==> config.mk <==
export PLATFORM = sky130hd
export DESIGN_NAME = nmea_gga_sentence_parser
export DESIGN_NICKNAME = d
export VERILOG_FILES = /design/src/hw/rtl/nmeagga_pkg.sv /design/src/hw/rtl/nmeagga_core.sv /design/src/hw/rtl/nmeagga_out_stage.sv /design/src/hw/rtl/nmea_gga_sentence_parser.sv
export VERILOG_INCLUDE_DIRS = /design/src /design/src/hw/rtl
export SDC_FILE = /design/constraint.sdc
export NUM_CORES = 1
export LEC_CHECK = 0
export BUFFER_PORTS_ARGS = -buffer_cell sky130_fd_sc_hd__buf_2
export CAP_MARGIN = 20
export CORE_MARGIN = 1
export CORE_UTILIZATION = 40
export DETAILED_ROUTE_END_ITERATION = 10
export GPL_ROUTABILITY_DRIVEN = 0
export GPL_TIMING_DRIVEN = 1
export PLACE_DENSITY = 0.64
export SYNTH_ARGS = -nofsm -noshare
export SYNTH_HDL_FRONTEND = slang
export SYNTH_SLANG_ARGS = --single-unit
==> constraint.sdc <==
create_clock -name clk -period 5.8 [get_ports clk]
set_input_delay 1.16 -clock clk [delete_from_list [all_inputs] [get_ports clk]]
set_output_delay 1.16 -clock clk [all_outputs]
set_load 0.02 [all_outputs]
==> src/hw/rtl/nmea_gga_sentence_parser_defines.svh <==
// ----------------------------------------------------------------------------
// NMEA GGA parser assertion macros
// Shared property shapes for the concurrent checks of the parser modules.
// ----------------------------------------------------------------------------
`ifndef NMEA_GGA_SENTENCE_PARSER_DEFINES_SVH
`define NMEA_GGA_SENTENCE_PARSER_DEFINES_SVH

// The consequent must hold in the same cycle as the antecedent.
`define NGP_ASSERT_SAME(lbl, clk, rstn, ante, cons) \
  lbl: assert property (@(posedge clk) disable iff (!rstn) (ante) |-> (cons)) \
    else $error("nmea gga parser check failed");

// The consequent must hold in the cycle after the antecedent.
`define NGP_ASSERT_NEXT(lbl, clk, rstn, ante, cons) \
  lbl: assert property (@(posedge clk) disable iff (!rstn) (ante) |=> (cons)) \
    else $error("nmea gga parser check failed");

`endif

==> src/hw/rtl/nmeagga_pkg.sv <==
// ----------------------------------------------------------------------------
// NMEA GGA parser package
// Result type, header bytes, character codes and the time conversion.
// ----------------------------------------------------------------------------
package nmeagga_pkg;

  localparam int unsigned HDR_LEN  = 6;
  localparam int unsigned TIME_LEN = 6;

  localparam logic [7:0] CHAR_DOLLAR  = 8'h24;
  localparam logic [7:0] CHAR_G       = 8'h47;
  localparam logic [7:0] CHAR_N       = 8'h4E;
  localparam logic [7:0] CHAR_A       = 8'h41;
  localparam logic [7:0] CHAR_COMMA   = 8'h2C;
  localparam logic [7:0] CHAR_NEWLINE = 8'h0A;

  localparam logic [3:0] LAT_FIELD = 4'd1;
  localparam logic [3:0] LON_FIELD = 4'd3;
  localparam int unsigned LOCK_MIN_CHARS = 8;

  // Offset of two ASCII digits combined as ten times the first plus the second.
  localparam logic [12:0] DIGIT_PAIR_OFFSET = 13'd528;

  typedef struct packed {
    logic              char_valid;
    logic [3:0]        field_index;
    logic [3:0]        char_position;
    logic [7:0]        character;
    logic              sentence_done;
    logic              lock;
    logic signed [12:0] hour;
    logic signed [12:0] minute;
    logic signed [12:0] second;
  } result_t;

  function automatic logic [7:0] hdr_byte(input logic [2:0] idx);
    logic [7:0] b;
    unique case (idx)
      3'd0:    b = CHAR_DOLLAR;
      3'd1:    b = CHAR_G;
      3'd2:    b = CHAR_N;
      3'd3:    b = CHAR_G;
      3'd4:    b = CHAR_G;
      3'd5:    b = CHAR_A;
      default: b = CHAR_DOLLAR;
    endcase
    return b;
  endfunction

  function automatic logic signed [12:0] two_digit(input logic [7:0] hi,
                                                   input logic [7:0] lo);
    logic [12:0] h;
    logic [12:0] l;
    h = {5'd0, hi};
    l = {5'd0, lo};
    return $signed((h << 3) + (h << 1) + l - DIGIT_PAIR_OFFSET);
  endfunction

endpackage

==> src/hw/rtl/nmeagga_core.sv <==
// ----------------------------------------------------------------------------
// NMEA GGA parser core
// Sentence state and the one-word update that forms each result.
// ----------------------------------------------------------------------------
`include "nmea_gga_sentence_parser_defines.svh"

module nmeagga_core #(
  parameter int unsigned MAX_FIELD_CHARS = 16,
  parameter int unsigned NUM_FIELDS      = 9
) (
  input  logic                 clk,
  input  logic                 rst_n,
  input  logic                 fire,
  input  logic [7:0]           rx_byte,
  output nmeagga_pkg::result_t result
);

  localparam int unsigned CW = $clog2(MAX_FIELD_CHARS + 1);
  localparam logic [CW-1:0] MAX_C  = CW'(MAX_FIELD_CHARS);
  localparam logic [CW-1:0] LOCK_C = CW'(nmeagga_pkg::LOCK_MIN_CHARS);
  localparam logic [3:0]    NF_C   = 4'(NUM_FIELDS);
  localparam logic [2:0]    HDR_C  = 3'(nmeagga_pkg::HDR_LEN);

  logic [2:0]    header_matched_r, header_matched_nxt;
  logic          in_body_r, in_body_nxt;
  logic          skip_pending_r, skip_pending_nxt;
  logic [3:0]    fields_closed_r, fields_closed_nxt;
  logic [CW-1:0] chars_in_field_r, chars_in_field_nxt;
  logic          lock_flag_r, lock_flag_nxt;
  logic [7:0]    time_digits_r [nmeagga_pkg::TIME_LEN];
  logic [7:0]    time_digits_nxt [nmeagga_pkg::TIME_LEN];

  always_comb begin
    header_matched_nxt = header_matched_r;
    in_body_nxt        = in_body_r;
    skip_pending_nxt   = skip_pending_r;
    fields_closed_nxt  = fields_closed_r;
    chars_in_field_nxt = chars_in_field_r;
    lock_flag_nxt      = lock_flag_r;
    for (int p = 0; p < nmeagga_pkg::TIME_LEN; p++) begin
      time_digits_nxt[p] = time_digits_r[p];
    end
    result = '0;

    priority if (!in_body_r) begin
      if (header_matched_r < HDR_C &&
          rx_byte == nmeagga_pkg::hdr_byte(header_matched_r)) begin
        header_matched_nxt = header_matched_r + 3'd1;
        if (header_matched_r == HDR_C - 3'd1) begin
          in_body_nxt        = 1'b1;
          skip_pending_nxt   = 1'b1;
          fields_closed_nxt  = '0;
          chars_in_field_nxt = '0;
        end
      end else begin
        header_matched_nxt = '0;
      end
    end else if (rx_byte == nmeagga_pkg::CHAR_NEWLINE) begin
      result.sentence_done = 1'b1;
      result.hour   = nmeagga_pkg::two_digit(time_digits_r[0], time_digits_r[1]);
      result.minute = nmeagga_pkg::two_digit(time_digits_r[2], time_digits_r[3]);
      result.second = nmeagga_pkg::two_digit(time_digits_r[4], time_digits_r[5]);
      in_body_nxt        = 1'b0;
      skip_pending_nxt   = 1'b0;
      header_matched_nxt = '0;
      fields_closed_nxt  = '0;
      chars_in_field_nxt = '0;
    end else if (skip_pending_r) begin
      skip_pending_nxt = 1'b0;
    end else if (fields_closed_r < NF_C) begin
      if (rx_byte == nmeagga_pkg::CHAR_COMMA) begin
        if (fields_closed_r == nmeagga_pkg::LAT_FIELD ||
            fields_closed_r == nmeagga_pkg::LON_FIELD) begin
          if (chars_in_field_r == '0) begin
            lock_flag_nxt = 1'b0;
          end else if (chars_in_field_r >= LOCK_C) begin
            lock_flag_nxt = 1'b1;
          end
        end
        chars_in_field_nxt = '0;
        fields_closed_nxt  = fields_closed_r + 4'd1;
      end else if (chars_in_field_r < MAX_C) begin
        if (fields_closed_r == 4'd0) begin
          for (int p = 0; p < nmeagga_pkg::TIME_LEN; p++) begin
            if (chars_in_field_r == CW'(p)) begin
              time_digits_nxt[p] = rx_byte;
            end else if (p > 0 && chars_in_field_r == CW'(p - 1)) begin
              time_digits_nxt[p] = 8'd0;
            end
          end
        end
        result.char_valid    = 1'b1;
        result.field_index   = fields_closed_r;
        result.char_position = chars_in_field_r[3:0];
        result.character     = rx_byte;
        chars_in_field_nxt   = chars_in_field_r + CW'(1);
      end
    end else begin
      // Bytes after the last field are dropped until the newline.
      skip_pending_nxt = skip_pending_r;
    end

    result.lock = lock_flag_nxt;
  end

  always_ff @(posedge clk) begin
    if (!rst_n) begin
      header_matched_r <= '0;
      in_body_r        <= 1'b0;
      skip_pending_r   <= 1'b0;
      fields_closed_r  <= '0;
      chars_in_field_r <= '0;
      lock_flag_r      <= 1'b0;
      for (int p = 0; p < nmeagga_pkg::TIME_LEN; p++) begin
        time_digits_r[p] <= '0;
      end
    end else if (fire) begin
      header_matched_r <= header_matched_nxt;
      in_body_r        <= in_body_nxt;
      skip_pending_r   <= skip_pending_nxt;
      fields_closed_r  <= fields_closed_nxt;
      chars_in_field_r <= chars_in_field_nxt;
      lock_flag_r      <= lock_flag_nxt;
      for (int p = 0; p < nmeagga_pkg::TIME_LEN; p++) begin
        time_digits_r[p] <= time_digits_nxt[p];
      end
    end
  end

  `NGP_ASSERT_SAME(a_body_hdr_full, clk, rst_n, in_body_r, header_matched_r == HDR_C)
  `NGP_ASSERT_SAME(a_hunt_hdr_short, clk, rst_n, !in_body_r, header_matched_r < HDR_C)
  `NGP_ASSERT_SAME(a_skip_in_body, clk, rst_n, skip_pending_r, in_body_r)
  `NGP_ASSERT_SAME(a_fields_bound, clk, rst_n, 1'b1, fields_closed_r <= NF_C)
  `NGP_ASSERT_SAME(a_chars_bound, clk, rst_n, 1'b1, chars_in_field_r <= MAX_C)

endmodule

==> src/hw/rtl/nmeagga_out_stage.sv <==
// ----------------------------------------------------------------------------
// NMEA GGA parser result register
// Holds one result word and presents it on the master stream side.
// ----------------------------------------------------------------------------
`include "nmea_gga_sentence_parser_defines.svh"

module nmeagga_out_stage (
  input  logic                 clk,
  input  logic                 rst_n,
  input  logic                 load,
  input  nmeagga_pkg::result_t result,
  output logic                 out_tvalid,
  input  logic                 out_tready,
  output logic [55:0]          out_tdata,
  output logic                 out_tlast,
  output logic                 out_tuser
);

  logic                 valid_r;
  nmeagga_pkg::result_t data_r;

  always_ff @(posedge clk) begin
    if (!rst_n) begin
      valid_r <= 1'b0;
    end else if (load) begin
      valid_r <= 1'b1;
    end else if (out_tready) begin
      valid_r <= 1'b0;
    end
  end

  always_ff @(posedge clk) begin
    if (load) begin
      data_r <= result;
    end
  end

  assign out_tvalid = valid_r;
  assign out_tdata  = {data_r.second, data_r.minute, data_r.hour, data_r.lock,
                       data_r.character, data_r.char_position, data_r.field_index};
  assign out_tlast  = data_r.sentence_done;
  assign out_tuser  = data_r.char_valid;

  `NGP_ASSERT_SAME(a_char_not_done, clk, rst_n, out_tvalid && out_tuser, !out_tlast)
  `NGP_ASSERT_NEXT(a_load_shows, clk, rst_n, load, out_tvalid)
  `NGP_ASSERT_SAME(a_no_overwrite, clk, rst_n, valid_r && !out_tready, !load)

endmodule

==> src/hw/rtl/nmea_gga_sentence_parser.sv <==
// ----------------------------------------------------------------------------
// NMEA GGA sentence parser
// Channel   Dir  Word
// in_*      in   tdata[7:0] received byte
// out_*     out  tdata field/position/character/lock/hour/minute/second,
//                tlast sentence done, tuser character stored
// Every byte yields one result word, one word per cycle sustained while the
// output is not stalled: an input register, the parser update, a result register.
// Synchronous active-low reset clears the hunt, field counters, lock and time.
// A stalled result register holds its word and stalls the input side.
// ----------------------------------------------------------------------------
`include "nmea_gga_sentence_parser_defines.svh"

module nmea_gga_sentence_parser #(
  parameter int unsigned MAX_FIELD_CHARS = 16,
  parameter int unsigned NUM_FIELDS      = 9
) (
  input  logic        clk,
  input  logic        rst_n,
  input  logic        in_tvalid,
  output logic        in_tready,
  input  logic [7:0]  in_tdata,   // rx_byte
  output logic        out_tvalid,
  input  logic        out_tready,
  // field_index[3:0], char_position[7:4], character[15:8], lock[16],
  // hour[29:17], minute[42:30], second[55:43]
  output logic [55:0] out_tdata,
  output logic        out_tlast,  // sentence_done
  output logic        out_tuser   // char_valid
);

  logic                 in_valid_r;
  logic [7:0]           in_byte_r;
  logic                 out_free;
  logic                 advance;
  nmeagga_pkg::result_t result;

  assign out_free  = !out_tvalid || out_tready;
  assign advance   = in_valid_r && out_free;
  assign in_tready = !in_valid_r || advance;

  always_ff @(posedge clk) begin
    if (!rst_n) begin
      in_valid_r <= 1'b0;
    end else if (in_tready) begin
      in_valid_r <= in_tvalid;
    end
  end

  always_ff @(posedge clk) begin
    if (in_tvalid && in_tready) begin
      in_byte_r <= in_tdata;
    end
  end

  nmeagga_core #(
    .MAX_FIELD_CHARS (MAX_FIELD_CHARS),
    .NUM_FIELDS      (NUM_FIELDS)
  ) u_core (
    .clk     (clk),
    .rst_n   (rst_n),
    .fire    (advance),
    .rx_byte (in_byte_r),
    .result  (result)
  );

  nmeagga_out_stage u_out (
    .clk        (clk),
    .rst_n      (rst_n),
    .load       (advance),
    .result     (result),
    .out_tvalid (out_tvalid),
    .out_tready (out_tready),
    .out_tdata  (out_tdata),
    .out_tlast  (out_tlast),
    .out_tuser  (out_tuser)
  );

  `NGP_ASSERT_NEXT(a_stall_holds, clk, rst_n, in_valid_r && !advance, in_valid_r)
  `NGP_ASSERT_NEXT(a_byte_holds, clk, rst_n, in_valid_r && !advance, $stable(in_byte_r))
  `NGP_ASSERT_SAME(a_ready_when_empty, clk, rst_n, !in_valid_r, in_tready)

endmodule

==> impl_metrics.env, run 1 <==
export IMPL_grt_pass1_wl_mm=25.19
export IMPL_die_w_microns=141.4
export IMPL_numCtsBuffers=17
export IMPL_syn_nets=842
export IMPL_hold_buffers=0
export IMPL_ys_seq_area_share_pct=48.39
export IMPL_fp_row_count=50
export IMPL_grt_pass1_vias=5033
export IMPL_via_per_inst=4.987
export IMPL_path_max_fanout=5
export IMPL_synth_common_cells="edfxtp_1 (114), nor2_1 (114), ha_1 (77)"
export IMPL_synth_seq_cells=131
export IMPL_dr_pass1_iters=5
export IMPL_setup_violations=0
export IMPL_hold_path_end="u_out.out_tvalid"
export IMPL_hpwl_mm=11.18
export IMPL_fin_cells=1103
export IMPL_reg2reg_from="u_core.time_digits_r[0][32]"
export IMPL_finalCritPeriodShare_pct=61.66
export IMPL_syn_area_sq_mm=0.007777
export IMPL_wl_mm=15.34
export IMPL_final_util_pct=47.97
export IMPL_fmax_ghz=0.2796
export IMPL_synth_ff_type="edfxtp_1"
export IMPL_cp_data_required_time_ns=6.08
export IMPL_synth_area_leader_cell="edfxtp_1"
export IMPL_holdPathStages=2
export IMPL_design_die_area_sq_mm=0.02001
export IMPL_synth_edff_count=114
export IMPL_drc=0
export IMPL_io_pins=72
export IMPL_drive_above_1_share_pct=13.52
export IMPL_min_from="in_valid_r"
export IMPL_cts_root_buffer_cell="clkbuf_16"
export IMPL_clk_latency_ns=0.43
export IMPL_antenna_found_initial=0
export IMPL_overflow=0
export IMPL_hold_viol_final=0
export IMPL_clock_sinks=131
export IMPL_via_count=5501
export IMPL_clkTransAtPathRegs_ns=0.06
export IMPL_crit_buf_inv=2
export IMPL_layout_nets=925
export IMPL_coreArea_sq_mm=0.01889
export IMPL_p_leak_nw=3.804
export IMPL_critPathArrivalTime_ns=3.85
export IMPL_max_cap_viol_count=0
export IMPL_crit_path_frequent_cell="ha_1"
export IMPL_drtAntennaViolNets=0
export IMPL_maxSlewViolCount=0
export IMPL_finClkSkew_ns=0.009921
export IMPL_fin_crit_ns=3.576
export IMPL_grt_max_degree=67
export IMPL_yosysWarningCount=0
export IMPL_grt_total_usage_pct=16.28
export IMPL_slew_headroom_pct=40.30
export IMPL_crit_path_start_kind="register"
export IMPL_fill_cells=1774
export IMPL_postCtsSetupBuffers=0
export IMPL_die_h_microns=141.4
export IMPL_outcome="complete, no violations"
export IMPL_worst_slew_pin_slew_ns=0.8913
export IMPL_antennaDiodeCount=0
export IMPL_crit_family="adder cells"
export IMPL_dp_cells=1069
export IMPL_irDropWorstVdd_mv=0.2320
export IMPL_io_buffers=71
export IMPL_synth_cell_types=65
export IMPL_path_class="reg -> reg"
export IMPL_worst_path_max_delay_cell="fa_1"
export IMPL_end_kind="register"
export IMPL_cts_tree="yes"
export IMPL_reg2reg_to="u_out.out_tdata[55]"
export IMPL_syn_to_final_growth_pct=16.52
export IMPL_cts_max_level=4
export IMPL_yosysTopAreaCellShare_pct=44.02
export IMPL_rrSetupSlack_ns=2.22
export IMPL_min_path_type="reg -> reg"
export IMPL_async_flop_share_pct=0
export IMPL_fin_setup_tns_ns=0
export IMPL_netlist_top_cells_area="edfxtp_1 (44%), ha_1 (12%), nor2_1 (5.5%)"
export IMPL_rr_worst_depth=13
export IMPL_synth_area_per_cell_sq_um=10.41
export IMPL_synth_cells=747
export IMPL_cp_slowest_stage_delay_ns=0.49
export IMPL_wire_per_inst_microns=13.91
export IMPL_cts_repair_resized=0
export IMPL_drt_iter0_markers=330
export IMPL_p_per_area_mw_per_mm2=297.2
export IMPL_rsz0062_at_grt="no"
export IMPL_crit_chain="ha_1 > fa_1 > inv_1 > ha_1 > inv_1 > ha_1 > a211oi_1 > o21bai_1 > a21oi_1 > nor3_1 > o31a_1 > or3_1 > a21oi_1"
export IMPL_ctsLongestPathBuffers=2
export IMPL_start_util_pct=41.17
## cells by family after synthesis
logic type	Yosys count	share of synthesized area (%)
multiplexers	1	0.1287
XOR/XNOR	37	4.263
AO/OA/AOI/OAI	151	12.82
AND/OR/NAND/NOR	260	16.20
buffers and inverters	83	4.135
flip-flops	131	48.39
adder cells (fa/ha/maj)	84	14.06
## per-layer routing
metal | track usage, % | vias up | wire length (microns)
met4 | 7.301 | 0 | 267
met3 | 3.611 | 22 | 753
met5 | 0 | - | 0
met2 | 25.14 | 134 | 6817
li1 | - | 2839 | -
met1 | 21.90 | 2506 | 7504
## sequential cells by signal, summed over array words and instances (netlist names)
name,cells
u_core.lock_flag_r,1
in_valid_r,1
u_core.in_body_r,1
u_out.out_tlast,1
u_out.out_tuser,1
u_out.out_tvalid,1
u_core.fields_closed_r,4
in_byte_r,8
u_out.out_tdata,56
u_core.chars_in_field_r,5
u_core.header_matched_r,3
u_core.time_digits_r,48
u_core.skip_pending_r,1
## through the flow
| stage | total power [W] | area (sq um) | setup WS, ns | hold slack (ns) |
|---|---|---|---|---|
| 2_1_floorplan | 0.001502 | 7777 | 1.760 | 0.4868 |
| 3_3_place_gp | 0.001599 | 8422 | 2.326 | 0.4989 |
| 5_1_grt | 0.002822 | 9062 | 1.972 | 0.5506 |
| 4_1_cts | 0.002710 | 9047 | 2.246 | 0.5216 |
| 6_report | 0.002694 | 9062 | 2.224 | 0.5192 |
| 3_5_place_dp | 0.001601 | 8422 | 2.272 | 0.5173 |
## how the worst max path moves through the flow
| stage | from | to | slack [ns] | depth (start not counted) |
|---|---|---|---|---|
| after floorplan | out_tready | u_core.time_digits_r[0][0] | 1.76 | 5 |
| after global placement | u_core.time_digits_r[0][32] | u_out.out_tdata[55] | 2.33 | 13 |
| after detailed placement | u_core.time_digits_r[0][32] | u_out.out_tdata[55] | 2.27 | 13 |
| after CTS | u_core.time_digits_r[0][32] | u_out.out_tdata[55] | 2.25 | 13 |
| after global routing | u_core.time_digits_r[0][32] | u_out.out_tdata[55] | 1.97 | 13 |
| final | u_core.time_digits_r[0][32] | u_out.out_tdata[55] | 2.22 | 13 |
## cell usage in the layout (no fill, tap or decap), types with 3 or more instances in the layout
| cell type | count |
|---|---|
| a21oi_1 | 30 |
| fa_1 | 6 |
| inv_1 | 71 |
| edfxtp_1 | 114 |
| buf_2 | 71 |
| nor3b_1 | 6 |
| clkbuf_8 | 3 |
| xor2_1 | 17 |
| nor4b_1 | 3 |
| a31oi_1 | 8 |
| and3_1 | 4 |
| o211a_1 | 3 |
| a211oi_1 | 16 |
| or3_1 | 10 |
| o21ai_0 | 38 |
| o22ai_1 | 3 |
| nor2_1 | 114 |
| dfxtp_1 | 17 |
| xnor2_1 | 19 |
| nand2b_1 | 6 |
| ha_1 | 77 |
| a21o_1 | 10 |
| and2_1 | 29 |
| clkbuf_1 | 3 |
| clkbuf_16 | 22 |
| nand3_1 | 10 |
| o21a_1 | 10 |
| nand2_1 | 35 |
| nand3b_1 | 4 |
| nor3_1 | 19 |
| nor2b_1 | 8 |
| o211ai_1 | 6 |
## final cells by class
class	instances	area (sq um)	area share, %
inverters	72	270.3	2.982
clock buffers	28	603.1	6.655
well taps	260	325.3	3.590
multi-input cells	533	3692	40.74
flip-flops and latches	131	3764	41.53
clock inverters	4	22.52	0.2485
repair buffers	75	385.4	4.252
## tightest hold or removal path: cells and delay by family (launching register included)
| kind | cells | cell delay [ns] |
|---|---|---|
| simple gates | 2 | 0.14 |
| flops | 1 | 0.33 |
## power by group
| part | internal [W] | total (W) | switching, W |
|---|---|---|---|
| clock | 0.000709 | 0.00111 | 0.000400 |
| combinational | 0.000211 | 0.000499 | 0.000288 |
| sequential | 0.00106 | 0.00109 | 0.0000233 |
| total | 0.00198 | 0.00269 | 0.000711 |
No activity file was read; power rests on OpenSTA's default activity.
==> inputs of run 2 (changes only) <==
--- a/config.mk
+++ b/config.mk
@@ -6,6 +6,7 @@
 export SDC_FILE = /design/constraint.sdc
 export NUM_CORES = 1
 export LEC_CHECK = 0
+export ABC_AREA = 1
 export BUFFER_PORTS_ARGS = -buffer_cell sky130_fd_sc_hd__buf_2
 export CAP_MARGIN = 20
 export CORE_MARGIN = 1
@@ -13,7 +14,7 @@
 export DETAILED_ROUTE_END_ITERATION = 10
 export GPL_ROUTABILITY_DRIVEN = 0
 export GPL_TIMING_DRIVEN = 1
-export PLACE_DENSITY = 0.64
+export PLACE_DENSITY = 0.67
 export SYNTH_ARGS = -nofsm -noshare
 export SYNTH_HDL_FRONTEND = slang
 export SYNTH_SLANG_ARGS = --single-unit
==> constraint.sdc (replaced) <==
create_clock -name clk -period 3.1 [get_ports clk]
set_input_delay 0.62 -clock clk [delete_from_list [all_inputs] [get_ports clk]]
set_output_delay 0.62 -clock clk [all_outputs]
set_load 0.02 [all_outputs]
==> impl_metrics.env, run 2 <==
export IMPL_drc=0
export IMPL_clock_sinks=131
export IMPL_ctsLongestPathBuffers=2
export IMPL_io_pins=72
export IMPL_clock_power_share_pct=38.7
export IMPL_synth_area_per_cell_sq_um=9.127
export IMPL_crit_path_start_kind="register"
export IMPL_p_switching_w=0.001442
export IMPL_synthMuxAreaShare_pct=0
export IMPL_finalCritPeriodShare_pct=97.56
export IMPL_grt_pass1_vias=5600
export IMPL_yosysTopAreaCellShare_pct=43.36
export IMPL_synth_ff_type="edfxtp_1"
export IMPL_ys_seq_area_share_pct=47.67
export IMPL_timing_final_ws_setup_ns=0.07566
export IMPL_cts_tree="yes"
export IMPL_cp_data_required_time_ns=3.28
export IMPL_synthXorXnorAreaFrac_pct=2.425
export IMPL_wl_mm=16.93
export IMPL_synth_compound_area_share_pct=7.750
export IMPL_yosysMostFrequentCell="inv_1"
export IMPL_synth_simple_area_share_pct=20.38
export IMPL_synth_top_family_by_area="simple AND/OR/NAND/NOR gates"
export IMPL_reg2reg_to="u_out.out_tdata[55]"
export IMPL_via_per_inst=4.875
export IMPL_fin_crit_ns=3.024
export IMPL_setup_violations=0
export IMPL_die_w_microns=142.5
export IMPL_drive_above_1_share_pct=22.01
export IMPL_maxSlewViolCount=0
export IMPL_largest_register_ffs=56
export IMPL_design_die_area_sq_mm=0.02030
export IMPL_dpl_worst_slack_ns=0.004681
export IMPL_grt_pass1_wl_mm=26.50
export IMPL_io_buffers=71
export IMPL_drtAntennaViolNets=0
export IMPL_cts_max_level=4
export IMPL_layout_commonest_cell="inv_1"
export IMPL_end_kind="register"
export IMPL_outcome="complete, no violations"
export IMPL_syn_nets=960
export IMPL_clk_latency_ns=0.42
export IMPL_cts_root_buffer_cell="clkbuf_16"
export IMPL_p_int_w=0.003592
export IMPL_async_flop_share_pct=0
export IMPL_min_path_type="in -> reg"
export IMPL_p_seq_share_pct=40.3
export IMPL_synth_area_leader_cell="edfxtp_1"
export IMPL_critPathArrivalTime_ns=3.20
export IMPL_swShare_pct=28.65
export IMPL_synthAdderAreaFrac_pct=13.72
export IMPL_wire_per_inst_microns=13.63
export IMPL_slew_headroom_pct=38.89
export IMPL_irDropWorstVdd_mv=0.3931
export IMPL_hold_slack_ns=0.3701
export IMPL_antennaDiodeCount=0
export IMPL_layout_nets=1059
export IMPL_grt_max_degree=68
export IMPL_grt_total_usage_pct=17.02
export IMPL_yosysWarningCount=0
export IMPL_multi_input_area_sq_mm=0.003860
export IMPL_via_count=6055
export IMPL_rrSetupSlack_ns=0.08
export IMPL_fill_cells=1811
export IMPL_fmax_ghz=0.3307
export IMPL_synth_common_cells="inv_1 (149), nand2_1 (129), nor2_1 (124)"
export IMPL_p_leak_nw=4.219
export IMPL_hold_viol_final=0
export IMPL_finClkSkew_ns=0.008548
export IMPL_ff_latch_area_sq_mm=0.003764
export IMPL_p_per_area_mw_per_mm2=524.2
export IMPL_synth_cells=865
export IMPL_synth_seq_cells=131
export IMPL_netlist_top_cells_area="edfxtp_1 (43%), ha_1 (12%), inv_1 (7.1%)"
export IMPL_clkTransAtPathRegs_ns=0.06
export IMPL_die_h_microns=142.5
export IMPL_antenna_found_initial=0
export IMPL_start_util_pct=40.70
export IMPL_numCtsBuffers=17
export IMPL_synth_cell_types=45
export IMPL_fin_setup_tns_ns=0
export IMPL_rr_worst_depth=15
export IMPL_reg2reg_from="u_core.time_digits_r[0][34]"
export IMPL_path_max_fanout=5
export IMPL_overflow=0
export IMPL_dr_pass1_iters=5
export IMPL_rsz0062_at_grt="yes"
export IMPL_worst_slew_pin_slew_ns=0.9124
export IMPL_syn_area_sq_mm=0.007895
export IMPL_final_util_pct=49.51
export IMPL_crit_path_end="u_out.out_tdata[55]"
export IMPL_max_cap_viol_count=0
export IMPL_combPwrFrac_pct=21.0
export IMPL_fp_row_count=51
export IMPL_syn_to_final_growth_pct=21.65
export IMPL_drt_iter0_markers=363
export IMPL_startpoint="u_core.time_digits_r[0][34]"
export IMPL_synth_edff_count=114
export IMPL_mostFrequentLayoutCells="inv_1 (144), nor2_1 (123), nand2_1 (121), edfxtp_1 (114), buf_2 (71)"
export IMPL_coreArea_sq_mm=0.01940
export IMPL_hpwl_mm=11.98
export IMPL_path_class="reg -> reg"
-- run 2: cell types whose count changed in the layout (fill, tap and decap cells not counted), moves of 20 or more --
cell / change
nand2_1: +86
inv_1: +73
nand3_1: +37
and2_1: -29
o21ai_0: -29
a21oi_1: +23
ha_1: -23
nand4_1: +20
-- run 2: worst max-delay path: stages (launching register included) --
cell	delay, ns
edfxtp_1	0.48
ha_4	0.22
fa_2	0.40
xnor2_1	0.15
ha_1	0.28
inv_1	0.07
ha_4	0.28
inv_1	0.06
nor3_2	0.17
nand2_1	0.07
o211ai_1	0.12
nand4_1	0.13
nand2_2	0.11
nand2_2	0.08
a21oi_2	0.13
nor2_1	0.05
-- run 2: logic make-up after synthesis --
logic type      Yosys count
flops                   131
compound gates          110
simple gates            358
buf+inv                 165
fa+ha+maj                83
xor+xnor                 18
-- run 2: final cells by class --
cell class / instances / area share (%)
clock buffers: 18 / 4.468
clock inverters: 14 / 1.459
inverters: 155 / 6.058
multi-input cells: 569 / 40.19
flip-flops and latches: 131 / 39.19
well taps: 265 / 3.452
repair buffers: 90 / 5.185
-- run 2: worst min-delay path by stage --
| stage | startpoint | to | cells past startpoint |
|---|---|---|---|
| final | in_tdata[6] | in_byte_r[6] | 1 |
| after global routing | in_tdata[6] | in_byte_r[6] | 1 |
| after CTS | in_tdata[5] | in_byte_r[5] | 1 |
| after detailed placement | u_core.fields_closed_r[1] | u_core.fields_closed_r[1] | 2 |
| after global placement | u_core.fields_closed_r[1] | u_core.fields_closed_r[1] | 2 |
| after floorplan | u_core.fields_closed_r[1] | u_core.fields_closed_r[1] | 2 |
-- run 2: power groups by stage --
stage / Sequential (W) / Combinational [W] / Clock (W)
floorplan: 0.00209 / 0.000612 / 0
global placement: 0.00206 / 0.000847 / 0
detailed placement: 0.00206 / 0.000858 / 0
CTS: 0.00203 / 0.000870 / 0.00198
global route: 0.00204 / 0.00120 / 0.00206
finish: 0.00203 / 0.00106 / 0.00195
-- run 2: through the flow --
step                std cells  cell area, sq um  power [W]
floorplan                 865              7895   0.002703
global placement         1205              8633   0.002908
detailed placement       1205              8633   0.002920
CTS                      1237              9205   0.004879
global route             1242              9604   0.005296
finish                   1242              9604   0.005034
-- run 2: metal layers --
metal	part of all wire (%)	global-route usage, %
met2	48	28.48
met3	4.6	3.297
met1	46	21.65
met5	0	0
met4	1.9	6.565
-- run 2: what timing repair did --
item,CTS,global route
endpoints found under the setup margin,2,12
hold buffers,0,0
pin swaps,1,24
gates resized for setup,1,66
buffers inserted,0,5
